===== config.mk =====
export PLATFORM = sky130hd
export DESIGN_NAME = pcr_ctrl
export DESIGN_NICKNAME = d
export VERILOG_FILES = /design/src/pcr_pkg.sv /design/src/pcr_ctrl.sv
export SDC_FILE = /design/constraint.sdc
export NUM_CORES = 1
export LEC_CHECK = 0
export BUFFER_PORTS_ARGS = -buffer_cell sky130_fd_sc_hd__buf_2
export CAP_MARGIN = 20
export CORE_MARGIN = 2
export CORE_UTILIZATION = 36
export CTS_CLUSTER_SIZE = 25
export DETAILED_ROUTE_END_ITERATION = 6
export SLEW_MARGIN = 20
export SYNTH_ARGS = -nofsm -noshare
export SYNTH_HDL_FRONTEND = slang
export SYNTH_SLANG_ARGS = --single-unit

===== constraint.sdc =====
create_clock -name clk -period 2.43 [get_ports clk]
set_input_delay 0.243 -clock clk [delete_from_list [all_inputs] [get_ports clk]]
set_output_delay 0.243 -clock clk [all_outputs]
set_load 0.02 [all_outputs]

===== src/pcr_pkg.sv =====
// Shared constants, types and the CRC byte step of the pretrigger capture ring.
package pcr_pkg;

  localparam int RING_DEPTH  = 1024;
  localparam int IDX_W       = $clog2(RING_DEPTH);
  localparam int PRE_FRAMES  = 768;
  localparam int POST_FRAMES = 256;
  localparam int PULL_MAX    = 32;
  localparam int FRAME_WORDS = 7;
  localparam int WORD_W      = 32;
  localparam int WSEL_W      = $clog2(FRAME_WORDS);
  localparam int POST_W      = $clog2(POST_FRAMES + 1);
  localparam int CNT_W       = $clog2(PULL_MAX + 1);
  localparam int WIN_FRAMES  = PRE_FRAMES + POST_FRAMES;
  localparam int SUM_W       = 14;
  localparam int PRE_MOD     = PRE_FRAMES % RING_DEPTH;

  localparam logic [15:0] CRC_INIT = 16'hFFFF;
  localparam logic [15:0] CRC_POLY = 16'h1021;

  typedef logic [FRAME_WORDS-1:0][WORD_W-1:0] frame_t;

  typedef enum logic [1:0] {
    KIND_SAMPLE  = 2'd0,
    KIND_TRIGGER = 2'd1,
    KIND_PULL    = 2'd2,
    KIND_CLEAR   = 2'd3
  } kind_t;

  typedef enum logic [2:0] {
    CODE_DONE   = 3'd0,
    CODE_ACCEPT = 3'd1,
    CODE_REJECT = 3'd2,
    CODE_FRAME  = 3'd3,
    CODE_SUM    = 3'd4
  } code_t;

  typedef enum logic [1:0] {
    MODE_IDLE   = 2'd0,
    MODE_POST   = 2'd1,
    MODE_FROZEN = 2'd2
  } mode_t;

  typedef enum logic [3:0] {
    ST_CLEAR,
    ST_IDLE,
    ST_EXEC,
    ST_TRIG,
    ST_STATUS,
    ST_READ,
    ST_LATCH,
    ST_CRC,
    ST_FRAME,
    ST_SUM
  } state_t;

  typedef enum logic [1:0] {
    EMIT_NONE,
    EMIT_STATUS,
    EMIT_FRAME,
    EMIT_SUM
  } emit_t;

  typedef struct packed {
    logic [1:0]  kind;
    logic [31:0] sample_d_current;
    logic [31:0] sample_q_current;
    logic [31:0] sample_d_voltage;
    logic [31:0] sample_q_voltage;
    logic [31:0] sample_angle;
    logic [31:0] sample_q_target;
    logic [31:0] sample_stamp;
    logic [3:0]  trigger_source;
    logic [9:0]  pull_offset;
    logic [10:0] pull_length;
  } in_item_t;

  typedef struct packed {
    logic [2:0]  code;
    logic [1:0]  mode;
    logic [3:0]  source;
    logic [31:0] word_a;
    logic [31:0] word_b;
    logic [31:0] word_c;
    logic [31:0] word_d;
    logic [31:0] word_e;
    logic [31:0] word_f;
    logic [31:0] word_g;
    logic        last;
  } out_item_t;

  typedef struct packed {
    logic  in_ready;
    logic  latch_in;
    logic  clr_step;
    logic  do_sample;
    logic  do_trigger;
    logic  do_clear;
    logic  pull_start;
    logic  rd_trig;
    logic  frame_latch;
    logic  crc_step;
    emit_t emit;
    code_t code;
  } cmd_t;

  typedef struct packed {
    kind_t kind;
    mode_t mode;
    logic  pull_ok;
    logic  clr_last;
    logic  crc_last;
    logic  cnt_zero;
    logic  out_free;
  } sts_t;

  function automatic logic [15:0] crc_byte(input logic [15:0] crc, input logic [7:0] b);
    logic [15:0] c;
    c = crc ^ {b, 8'h00};
    for (int i = 0; i < 8; i++) begin
      c = c[15] ? ((c << 1) ^ CRC_POLY) : (c << 1);
    end
    return c;
  endfunction

endpackage


===== src/pcr_ctrl.sv =====
// Controller state machine that sequences sweeps, commands, pulls and result emission.
module pcr_ctrl (
  input  logic           clk,
  input  logic           rst_n,
  input  logic           in_valid,
  input  pcr_pkg::sts_t  sts,
  output pcr_pkg::cmd_t  cmd
);

  pcr_pkg::state_t state_r, state_nxt;
  pcr_pkg::code_t  code_r, code_nxt;

  always_ff @(posedge clk) begin
    if (!rst_n) begin
      state_r <= pcr_pkg::ST_CLEAR;
      code_r  <= pcr_pkg::CODE_DONE;
    end else begin
      state_r <= state_nxt;
      code_r  <= code_nxt;
    end
  end

  always_comb begin
    cmd       = '0;
    cmd.emit  = pcr_pkg::EMIT_NONE;
    cmd.code  = code_r;
    state_nxt = state_r;
    code_nxt  = code_r;
    unique case (state_r)
      pcr_pkg::ST_CLEAR: begin
        cmd.clr_step = 1'b1;
        if (sts.clr_last) state_nxt = pcr_pkg::ST_IDLE;
      end
      pcr_pkg::ST_IDLE: begin
        cmd.in_ready = 1'b1;
        if (in_valid) begin
          cmd.latch_in = 1'b1;
          state_nxt    = pcr_pkg::ST_EXEC;
        end
      end
      pcr_pkg::ST_EXEC: begin
        unique case (sts.kind)
          pcr_pkg::KIND_SAMPLE: begin
            cmd.do_sample = 1'b1;
            code_nxt      = pcr_pkg::CODE_DONE;
            state_nxt     = pcr_pkg::ST_STATUS;
          end
          pcr_pkg::KIND_TRIGGER: begin
            if (sts.mode == pcr_pkg::MODE_IDLE) begin
              cmd.rd_trig = 1'b1;
              state_nxt   = pcr_pkg::ST_TRIG;
            end else begin
              code_nxt  = pcr_pkg::CODE_REJECT;
              state_nxt = pcr_pkg::ST_STATUS;
            end
          end
          pcr_pkg::KIND_PULL: begin
            if (sts.pull_ok) begin
              cmd.pull_start = 1'b1;
              state_nxt      = pcr_pkg::ST_READ;
            end else begin
              code_nxt  = pcr_pkg::CODE_REJECT;
              state_nxt = pcr_pkg::ST_STATUS;
            end
          end
          pcr_pkg::KIND_CLEAR: begin
            cmd.do_clear = 1'b1;
            code_nxt     = pcr_pkg::CODE_DONE;
            state_nxt    = pcr_pkg::ST_STATUS;
          end
        endcase
      end
      pcr_pkg::ST_TRIG: begin
        cmd.do_trigger = 1'b1;
        code_nxt       = pcr_pkg::CODE_ACCEPT;
        state_nxt      = pcr_pkg::ST_STATUS;
      end
      pcr_pkg::ST_STATUS: begin
        if (sts.out_free) begin
          cmd.emit  = pcr_pkg::EMIT_STATUS;
          state_nxt = pcr_pkg::ST_IDLE;
        end
      end
      pcr_pkg::ST_READ: begin
        state_nxt = pcr_pkg::ST_LATCH;
      end
      pcr_pkg::ST_LATCH: begin
        cmd.frame_latch = 1'b1;
        state_nxt       = pcr_pkg::ST_CRC;
      end
      pcr_pkg::ST_CRC: begin
        cmd.crc_step = 1'b1;
        if (sts.crc_last) state_nxt = pcr_pkg::ST_FRAME;
      end
      pcr_pkg::ST_FRAME: begin
        if (sts.out_free) begin
          cmd.emit  = pcr_pkg::EMIT_FRAME;
          state_nxt = sts.cnt_zero ? pcr_pkg::ST_SUM : pcr_pkg::ST_READ;
        end
      end
      pcr_pkg::ST_SUM: begin
        if (sts.out_free) begin
          cmd.emit  = pcr_pkg::EMIT_SUM;
          state_nxt = pcr_pkg::ST_IDLE;
        end
      end
      default: begin
        state_nxt = pcr_pkg::ST_IDLE;
      end
    endcase
  end

endmodule


==> impl_metrics.ini, run 1 <==
[logic_synthesis]
syn_nets = 103
synthesis.area_sq_um = 644
synth_xor_area_frac = 0.0136
postSynthCellCount = 86
synth-simple-area-share = 0.394
yosys_warnings = 0
synthAdderAreaFrac = 0.0971
synthArstFlopShare = 0
synth_ff_type = dfxtp_1
synth_mux_area_frac = 0.0388
ys_seq_area_frac = 0.186
synth_common_cells = and3_1, a21oi_1, dfxtp_1, inv_1, nor2_1
yosysMostFrequentCell = and3_1
synth_cell_types = 35
synth_top_family_by_area = simple AND/OR/NAND/NOR gates
yosysTopAreaCell = dfxtp_1
synth.avg_cell_area_sq_um = 7.49
ys_top_cells_by_area = dfxtp_1, ha_1, and3_1, a21oi_1, nor4b_1
ys_ff_latch = 6
synth-edff-count = 0
synth_compound_area_frac = 0.157
synth_top_area_share = 0.186

[power_and_ir_drop]
power.density_nw_per_um2 = 407
internal_power_uw = 204
p_sw_frac = 0.355
p_sw_uw = 112
seq_power_share = 0.386
p_comb_frac = 0.314
power.leakage_nw = 0.381
clock_power_share = 0.300
ir_worst_vdd_v = 0.000223

[worst_setup_path]
path_class = flip-flop to output pin
cp_max_fo = 17
ff2ff_path_depth = 4
endpoint_kind = output pin
cp-start-kind = flip-flop
worst_ep_arrival_time_ns = 1.76
worstPathRequired_ns = 2.19

[sta]
hold_ws_ns = 0.266
timing.slew.headroom = 0.644
min_period_ns = 2.01
slew_violations = 0
setup-tns-final_ns = 0
tightest_slew_ns = 0.534
setup_violations = 0
hold_viol_final = 0
fin_crit_sh = 0.825
fmax_mhz = 499
skew_ns = 0.00543
rsz0062_at_grt = false

[drt]
route.met3.wl_um = 95
drtPass1Iterations = 4
vias = 683
wirelength_mm = 1.57
dr_wl_met2_um = 693
topRoutingLayerUsed = met4
postRouteAntennaNets = 0
remaining_drc_errors = 0
avgViaCountPerCell = 5.21
dr.first_iter.drc_count = 25
wire_per_inst_um = 11.9
drt-met1-wl_um = 754

[clock_tree]
cts_resized = 0
cts-root-buf = clkbuf_4
cts_setup_buffers = 0
cts_max_level = 1
postCtsHoldBufs = 0
clock_latency_ns = 0.25
tritoncts = built
cts_buffers = 3
cts.sinks = 6
clk_pin_slew_ns = 0.05
cts_buffer_depth = 2

[worst_hold_path]
hold_path.class = primary input to flip-flop
whs_path_depth = 3

[floorplan]
die_h_um = 46.3
die_x_um = 46.3
rows = 15
fp.dieArea_sq_um = 2140
start_util = 0.377
core_sq_um = 1710
io_pins = 27

[place]
port_buffers = 25
hpwlAfterDp_mm = 1.14
gp_congestion = 0.704

[final_layout]
layout.nets = 125
drive_gt1_frac = 0.274
area_growth_syn_to_layout_pct = 20.6
diodes = 0

[run_status]
run_status = complete, no violations

[global_routing]
grt_pass1_wl_mm = 2.50
antenna_found_initial = 0
grt_pass1_vias = 557
grt_max_degree = 18
gr-total-overflow = 0
track_usage = 0.162

[job]
drv_cap = 0
registers in the layout (all words and copies together), names as in the netlist:
name	flops
code_r	2
state_r	4
worst paths after layout:
| check | from | endpoint | slack, ns |
|---|---|---|---|
| worst max-delay path | state_r[1] | cmd[7] | 0.42 |
| worst max register to register | state_r[2] | state_r[2] | 0.57 |
| worst min register to register | code_r[1] | code_r[1] | 0.48 |
| worst min-delay path | rst_n | state_r[3] | 0.27 |
cells by family (layout without fill, tap and decap cells):
family / count (synthesis) / after routing
and+or+nand+nor: 40 / 40
AOI/OAI and AO/OA: 17 / 17
other: 1 / 1
buffers and inverters: 14 / 34
DFF: 6 / 6
adders and majority gates: 5 / 5
xor gates and xnor gates: 1 / 1
muxes: 2 / 2
final cells by class:
class / count / area (sq um)
fillers: 186 / 931
multi-input cells: 66 / 455
repair buffers: 25 / 125
flip-flops and latches: 6 / 120
well taps: 25 / 31.3
clock buffers: 3 / 22.5
inverters: 6 / 22.5
critical path, cell delays in order, from the launching register on:
cell	delay, ns
dfxtp_1	0.62
nor4b_1	0.50
and3_1	0.23
buf_2	0.16
cell usage in the layout (no fill, tap or decap), types with 2 or more instances in the layout:
| cell | instances |
|---|---|
| buf_2 | 25 |
| and3_1 | 7 |
| inv_1 | 6 |
| nor2_1 | 6 |
| a21oi_1 | 6 |
| dfxtp_1 | 6 |
| ha_1 | 5 |
| nor4b_1 | 3 |
| nor3b_1 | 3 |
| or3b_1 | 3 |
| nand2_1 | 3 |
| o21ai_1 | 3 |
| clkbuf_4 | 3 |
| nor2b_1 | 2 |
| nor3_1 | 2 |
| and2_1 | 2 |
| o21ai_0 | 2 |
| or4b_1 | 2 |
| a31oi_1 | 2 |
| nand3b_1 | 2 |
metrics by stage:
stage                     instance area (sq um)  setup slack [ns]  instances  total power, mW  utilization
after floorplan                             644             0.745         86            0.196            -
final                                       777             0.425        131            0.316        0.455
after global routing                        777             0.233        131            0.338        0.455
after CTS                                   777             0.376        131            0.318        0.455
after detailed placement                    754             0.595        128            0.222        0.442
after global placement                      754             0.670        128            0.220        0.442
per-layer routing:
metal	global-route usage	up-vias
li1	-	347
met1	0.224	307
met2	0.239	24
met3	0.0353	5
met4	0.0686	0
met5	0	-
power by group through the flow:
stage	combinational, mW	clock, mW	sequential [mW]
final	0.0992	0.0949	0.122
after global routing	0.110	0.103	0.124
after CTS	0.0992	0.0972	0.122
after detailed placement	0.0984	0	0.123
after global placement	0.0969	0	0.123
after floorplan	0.0863	0	0.109
Power figures use the tool's default switching activity.
==> run 2, diff against run 1 <==
--- a/config.mk
+++ b/config.mk
@@ -11,6 +11,7 @@
 export CORE_UTILIZATION = 36
 export CTS_CLUSTER_SIZE = 25
 export DETAILED_ROUTE_END_ITERATION = 6
+export PLACE_DENSITY = 0.65
 export SLEW_MARGIN = 20
 export SYNTH_ARGS = -nofsm -noshare
 export SYNTH_HDL_FRONTEND = slang
==> constraint.sdc (replaced) <==
create_clock -name clk -period 1.6 [get_ports clk]
set_input_delay 0.16 -clock clk [delete_from_list [all_inputs] [get_ports clk]]
set_output_delay 0.16 -clock clk [all_outputs]
set_load 0.02 [all_outputs]
==> run 2 against run 1 <==
First-iteration DRC count shrank 52%. Sequential share of layout area shrank 2.0 points. Critical path depth grew 2. Register-to-register slack lost 0.54 ns. Global-route usage grew 0.39 points. Sequential power grew 35%. Worst hold slack lost 0.059 ns. Worst setup slack lost 0.41 ns. Core utilization grew 9.3 points. Design area grew 20%.
==> impl_metrics.ini, run 2 (synthesis gave the netlist of run 1 again) <==
[floorplan]
core_sq_um = 1710
fp.dieArea_sq_um = 2140
die_h_um = 46.3
io_pins = 27
rows = 15
die_x_um = 46.3
start_util = 0.377

[final_layout]
final_util = 0.548
regMostFlops = state_r
top_regs = state_r: 4 flops, code_r: 2 flops
most-common-layout-cells = buf_2, buf_4, and3_1, nor2_1, a21oi_1
area_growth_syn_to_layout_pct = 45.2
diodes = 0
drive_gt1_frac = 0.407
layout.nets = 137
final_common_cell = buf_2
largest_reg_flops = 4

[global_routing]
grt.busiest_layer = met2
grt_use_met2 = 0.278
gr-total-overflow = 0
grt_pass1_wl_mm = 2.55
use_met1 = 0.209
grt.met3_usage = 0.0275
grt_max_degree = 16
grt_pass1_vias = 621
track_usage = 0.166
antenna_found_initial = 0

[drt]
drtPass1Iterations = 4
dr.first_iter.drc_count = 12
remaining_drc_errors = 0
wirelength_mm = 1.84
vias = 733
wire_per_inst_um = 12.9
avgViaCountPerCell = 5.13
postRouteAntennaNets = 0

[clock_tree]
cts_buffers = 3
tritoncts = built
clk_pin_slew_ns = 0.05
cts_max_level = 1
cts-root-buf = clkbuf_4
clock_latency_ns = 0.24
cts.sinks = 6
cts_buffer_depth = 2

[power_and_ir_drop]
internal_power_uw = 343
p_comb_frac = 0.411
power.density_nw_per_um2 = 560
power.leakage_nw = 0.455
p_sw_frac = 0.346
clock_power_share = 0.275
seq_power_share = 0.314
p_sw_uw = 181
ir_worst_vdd_v = 0.000428

[worst_setup_path]
worstPathRequired_ns = 1.44
worst_ep_arrival_time_ns = 1.42
path_class = flip-flop to output pin
endpoint_kind = output pin
cp-start-kind = flip-flop
cp_max_fo = 9

[sta]
min_period_ns = 1.58
fin_crit_sh = 0.990
skew_ns = 0.00765
rsz0062_at_grt = true
slew_violations = 0
hold_viol_final = 0
setup_violations = 0
setup-tns-final_ns = 0
fmax_mhz = 632

[worst_hold_path]
hold_path.class = primary input to flip-flop

[run_status]
run_status = complete, no violations

[place]
hpwlAfterDp_mm = 1.30
gp_congestion = 0.855
port_buffers = 25

[job]
drv_cap = 0
## run 2: what timing repair did
item,CTS,global route
hold buffers,0,0
setup buffers,0,2
pin swaps,1,4
endpoints found under the setup margin,5,9
resized for setup,7,14
hold endpoints to repair,0,0
## run 2: final timing paths
path	slack, ns	startpoint	cells past startpoint	endpoint
max	0.02	state_r[2]	5	cmd[7]
max reg2reg	0.03	state_r[0]	4	state_r[2]
min reg2reg	0.48	code_r[1]	2	code_r[1]
min	0.21	rst_n	3	state_r[3]
## run 2: final cells by class
type                    instances  area [sq um]
clock buffers                   3          22.5
fillers                       158           772
inverters                       6          22.5
multi-input cells              66           483
flip-flops and latches          6           126
well taps                      25          31.3
repair buffers                 37           250
## run 2: critical path, cell delays in order, from the launching register on
cell,delay [ns]
dfxtp_2,0.34
buf_6,0.14
nor4b_4,0.25
buf_4,0.15
and3_4,0.18
buf_6,0.11
## run 2: routing by layer
layer / up-vias / routed length [um] / part of all wire
li1: 372 / - / -
met1: 336 / 826 / 0.45
met2: 21 / 924 / 0.50
met3: 4 / 66 / 0.036
met4: 0 / 21 / 0.011
met5: - / 0 / 0
## run 2: power by group through the flow
stage                     clock network [mW]  logic, mW  registers, mW
final                                  0.144      0.215          0.165
after floorplan                            0      0.131          0.166
after global placement                     0      0.196          0.167
after CTS                              0.147      0.203          0.164
after global routing                   0.157      0.235          0.165
after detailed placement                   0      0.199          0.167
## run 2: per-stage QoR
step / total power, mW / setup slack, ns / std cells / hold WS, ns / instance area [sq um]
after detailed placement: 0.366 / 0.0307 / 138 / 0.450 / 830
final: 0.524 / 0.0165 / 143 / 0.207 / 936
after global placement: 0.362 / 0.0593 / 138 / 0.445 / 830
after CTS: 0.514 / 0.00197 / 141 / 0.188 / 872
after floorplan: 0.298 / -0.00159 / 86 / 0.308 / 644
after global routing: 0.557 / -0.0390 / 143 / 0.195 / 936
==> run 3, diff against run 2 <==
--- a/config.mk
+++ b/config.mk
@@ -11,7 +11,7 @@
 export CORE_UTILIZATION = 36
 export CTS_CLUSTER_SIZE = 25
 export DETAILED_ROUTE_END_ITERATION = 6
-export PLACE_DENSITY = 0.65
+export PLACE_DENSITY_LB_ADDON = 0.12
 export SLEW_MARGIN = 20
 export SYNTH_ARGS = -nofsm -noshare
 export SYNTH_HDL_FRONTEND = slang
==> run 3 against run 2 <==
The run now ends with setup timing left. Worst setup slack got worse by 0.038 ns. Critical path depth unchanged. Worst hold slack got worse by 0.0089 ns. Global-route usage decreased by 0.43 points. Sequential power about the same. Count of clock-buffer cells in the layout unchanged. Design area increased by 5.2%. Non-clock buffer count increased by 1. Clock power decreased by 8%. Flip-flop and latch count unchanged. Core utilization increased by 2.9 points. Final cell count increased by 0.70%. Largest power group unchanged.
==> impl_metrics.ini, run 3 (synthesis gave the netlist of run 1 again) <==
[power_and_ir_drop]
power.leakage_nw = 0.467
ir_worst_vdd_v = 0.000591
clock_power_share = 0.243
p_sw_frac = 0.339
p_sw_uw = 185
p_comb_frac = 0.454
seq_power_share = 0.303
power.density_nw_per_um2 = 555
internal_power_uw = 361

[clock_tree]
cts.sinks = 6
cts_buffer_depth = 2
clk_pin_slew_ns = 0.04
postCtsHoldBufs = 0
clock_latency_ns = 0.24
cts-root-buf = clkbuf_4
cts_max_level = 1
tritoncts = built
cts_buffers = 3

[job]
drv_cap = 0

[place]
dpl_cell_area_sq_um = 822
gp_congestion = 0.802
port_buffers = 25
hpwlAfterDp_mm = 1.22
place_ws_ns = 0.0136

[global_routing]
grt_pass1_wl_mm = 2.46
grt_max_degree = 14
antenna_found_initial = 0
use_met1 = 0.223
grt_pass1_vias = 559
grt_use_met2 = 0.239
gr-total-overflow = 0
track_usage = 0.161
grt.met3_usage = 0.0588
grt.busiest_layer = met2

[final_layout]
regArea_sq_um = 129
layout.nets = 138
multiInputGateArea_sq_um = 528
final_common_cell = buf_2
fill_cells = 170
area_growth_syn_to_layout_pct = 52.8
most-common-layout-cells = buf_2, buf_4, and3_1
largest_reg_flops = 4
postLayoutCellArea_sq_um = 985
diodes = 0
regMostFlops = state_r
top_regs = state_r: 4 flops, code_r: 2 flops
drive_gt1_frac = 0.471

[worst_setup_path]
cp_max_fo = 10
rr_startpoint = state_r[2]
critPathBufInv = 1
ff2ff_path_depth = 5
worstPathRequired_ns = 1.73
cp_slowest_cell = or3_1
path_class = flip-flop to flip-flop
cp-start-kind = flip-flop
endpoint_kind = flip-flop
r2r_end = state_r[2]
path_cells = buf_4 > or3_1 > a21oi_2 > nor2_4 > mux2_4
max_stage_delay_ns = 0.42
critical_path.top_delay_family = simple AND/OR/NAND/NOR gates
cp-startpoint = state_r[2]
r2r_slack_ns = -0.02
worst_ep_arrival_time_ns = 1.75

[drt]
wirelength_mm = 1.78
remaining_drc_errors = 0
drtPass1Iterations = 4
postRouteAntennaNets = 0
avgViaCountPerCell = 5.06
vias = 728
wire_per_inst_um = 12.4
dr.first_iter.drc_count = 6

[floorplan]
io_pins = 27
core_sq_um = 1710
die_h_um = 46.3
die_x_um = 46.3
start_util = 0.377
fp.dieArea_sq_um = 2140
rows = 15

[sta]
rsz0062_at_grt = true
hold_viol_final = 0
min_period_ns = 1.62
setup_violations = 1
fmax_mhz = 617
slew_violations = 0
layout_setup_ws_ns = -0.0216
fin_crit_sh = 1.01
skew_ns = 0.00568

[worst_hold_path]
hold_end = state_r[3]
whs_path_depth = 3
hold_path.class = primary input to flip-flop
hp-start = rst_n

[run_status]
run_status = finished with violations
violations = setup timing
==> run 3: changes by cell type in the layout (fill, tap and decap cells not counted), sizes merged <==
cell / before / now
buf: 37 / 38
==> run 3: power groups by stage <==
stage	clock network, mW	registers, mW	logic [mW]
after floorplan	0	0.166	0.131
after global placement	0	0.167	0.199
after detailed placement	0	0.167	0.201
after CTS	0.141	0.165	0.204
after global routing	0.150	0.166	0.269
final	0.133	0.165	0.248
==> run 3: worst register-to-register path: stages (launching register included) <==
cell	delay, ns
dfxtp_4	0.36
buf_4	0.18
or3_1	0.42
a21oi_2	0.20
nor2_4	0.06
mux2_4	0.29
==> run 3: worst max-delay path by stage <==
| stage | to | depth (start not counted) |
|---|---|---|
| after floorplan | cmd[6] | 3 |
| after global placement | state_r[2] | 4 |
| after detailed placement | state_r[2] | 4 |
| after CTS | cmd[8] | 5 |
| after global routing | state_r[2] | 4 |
| final | state_r[2] | 5 |
==> run 3: per-stage QoR <==
step,TNS (ns),util,cells,hold slack [ns],power [mW]
after floorplan,-0.00159,-,86,0.308,0.298
after global placement,0,0.481,137,0.439,0.366
after detailed placement,0,0.481,137,0.450,0.368
after CTS,-0.0149,0.507,140,0.197,0.510
after global routing,-0.160,0.577,144,0.203,0.585
final,-0.0216,0.577,144,0.198,0.546
==> run 3: cell type report <==
class                           count  share of cell area
Timing Repair Buffer               38               0.253
Tap cell                           25              0.0318
Clock buffer                        3              0.0229
Inverter                            6              0.0254
Sequential cell                     6               0.131
Multi-Input combinational cell     66               0.536
==> run 3: repair_timing <==
item | in CTS | in global routing
pin swaps | 1 | 4
hold endpoints to repair | 0 | 0
buffers inserted | 0 | 4
setup endpoints to repair | 7 | 12
gates resized for setup | 6 | 23
==> run 3: per-layer routing <==
| metal | share of wire | vias up |
|---|---|---|
| li1 | - | 373 |
| met1 | 0.46 | 341 |
| met2 | 0.50 | 14 |
| met3 | 0.034 | 0 |
| met4 | 0 | 0 |
| met5 | 0 | - |
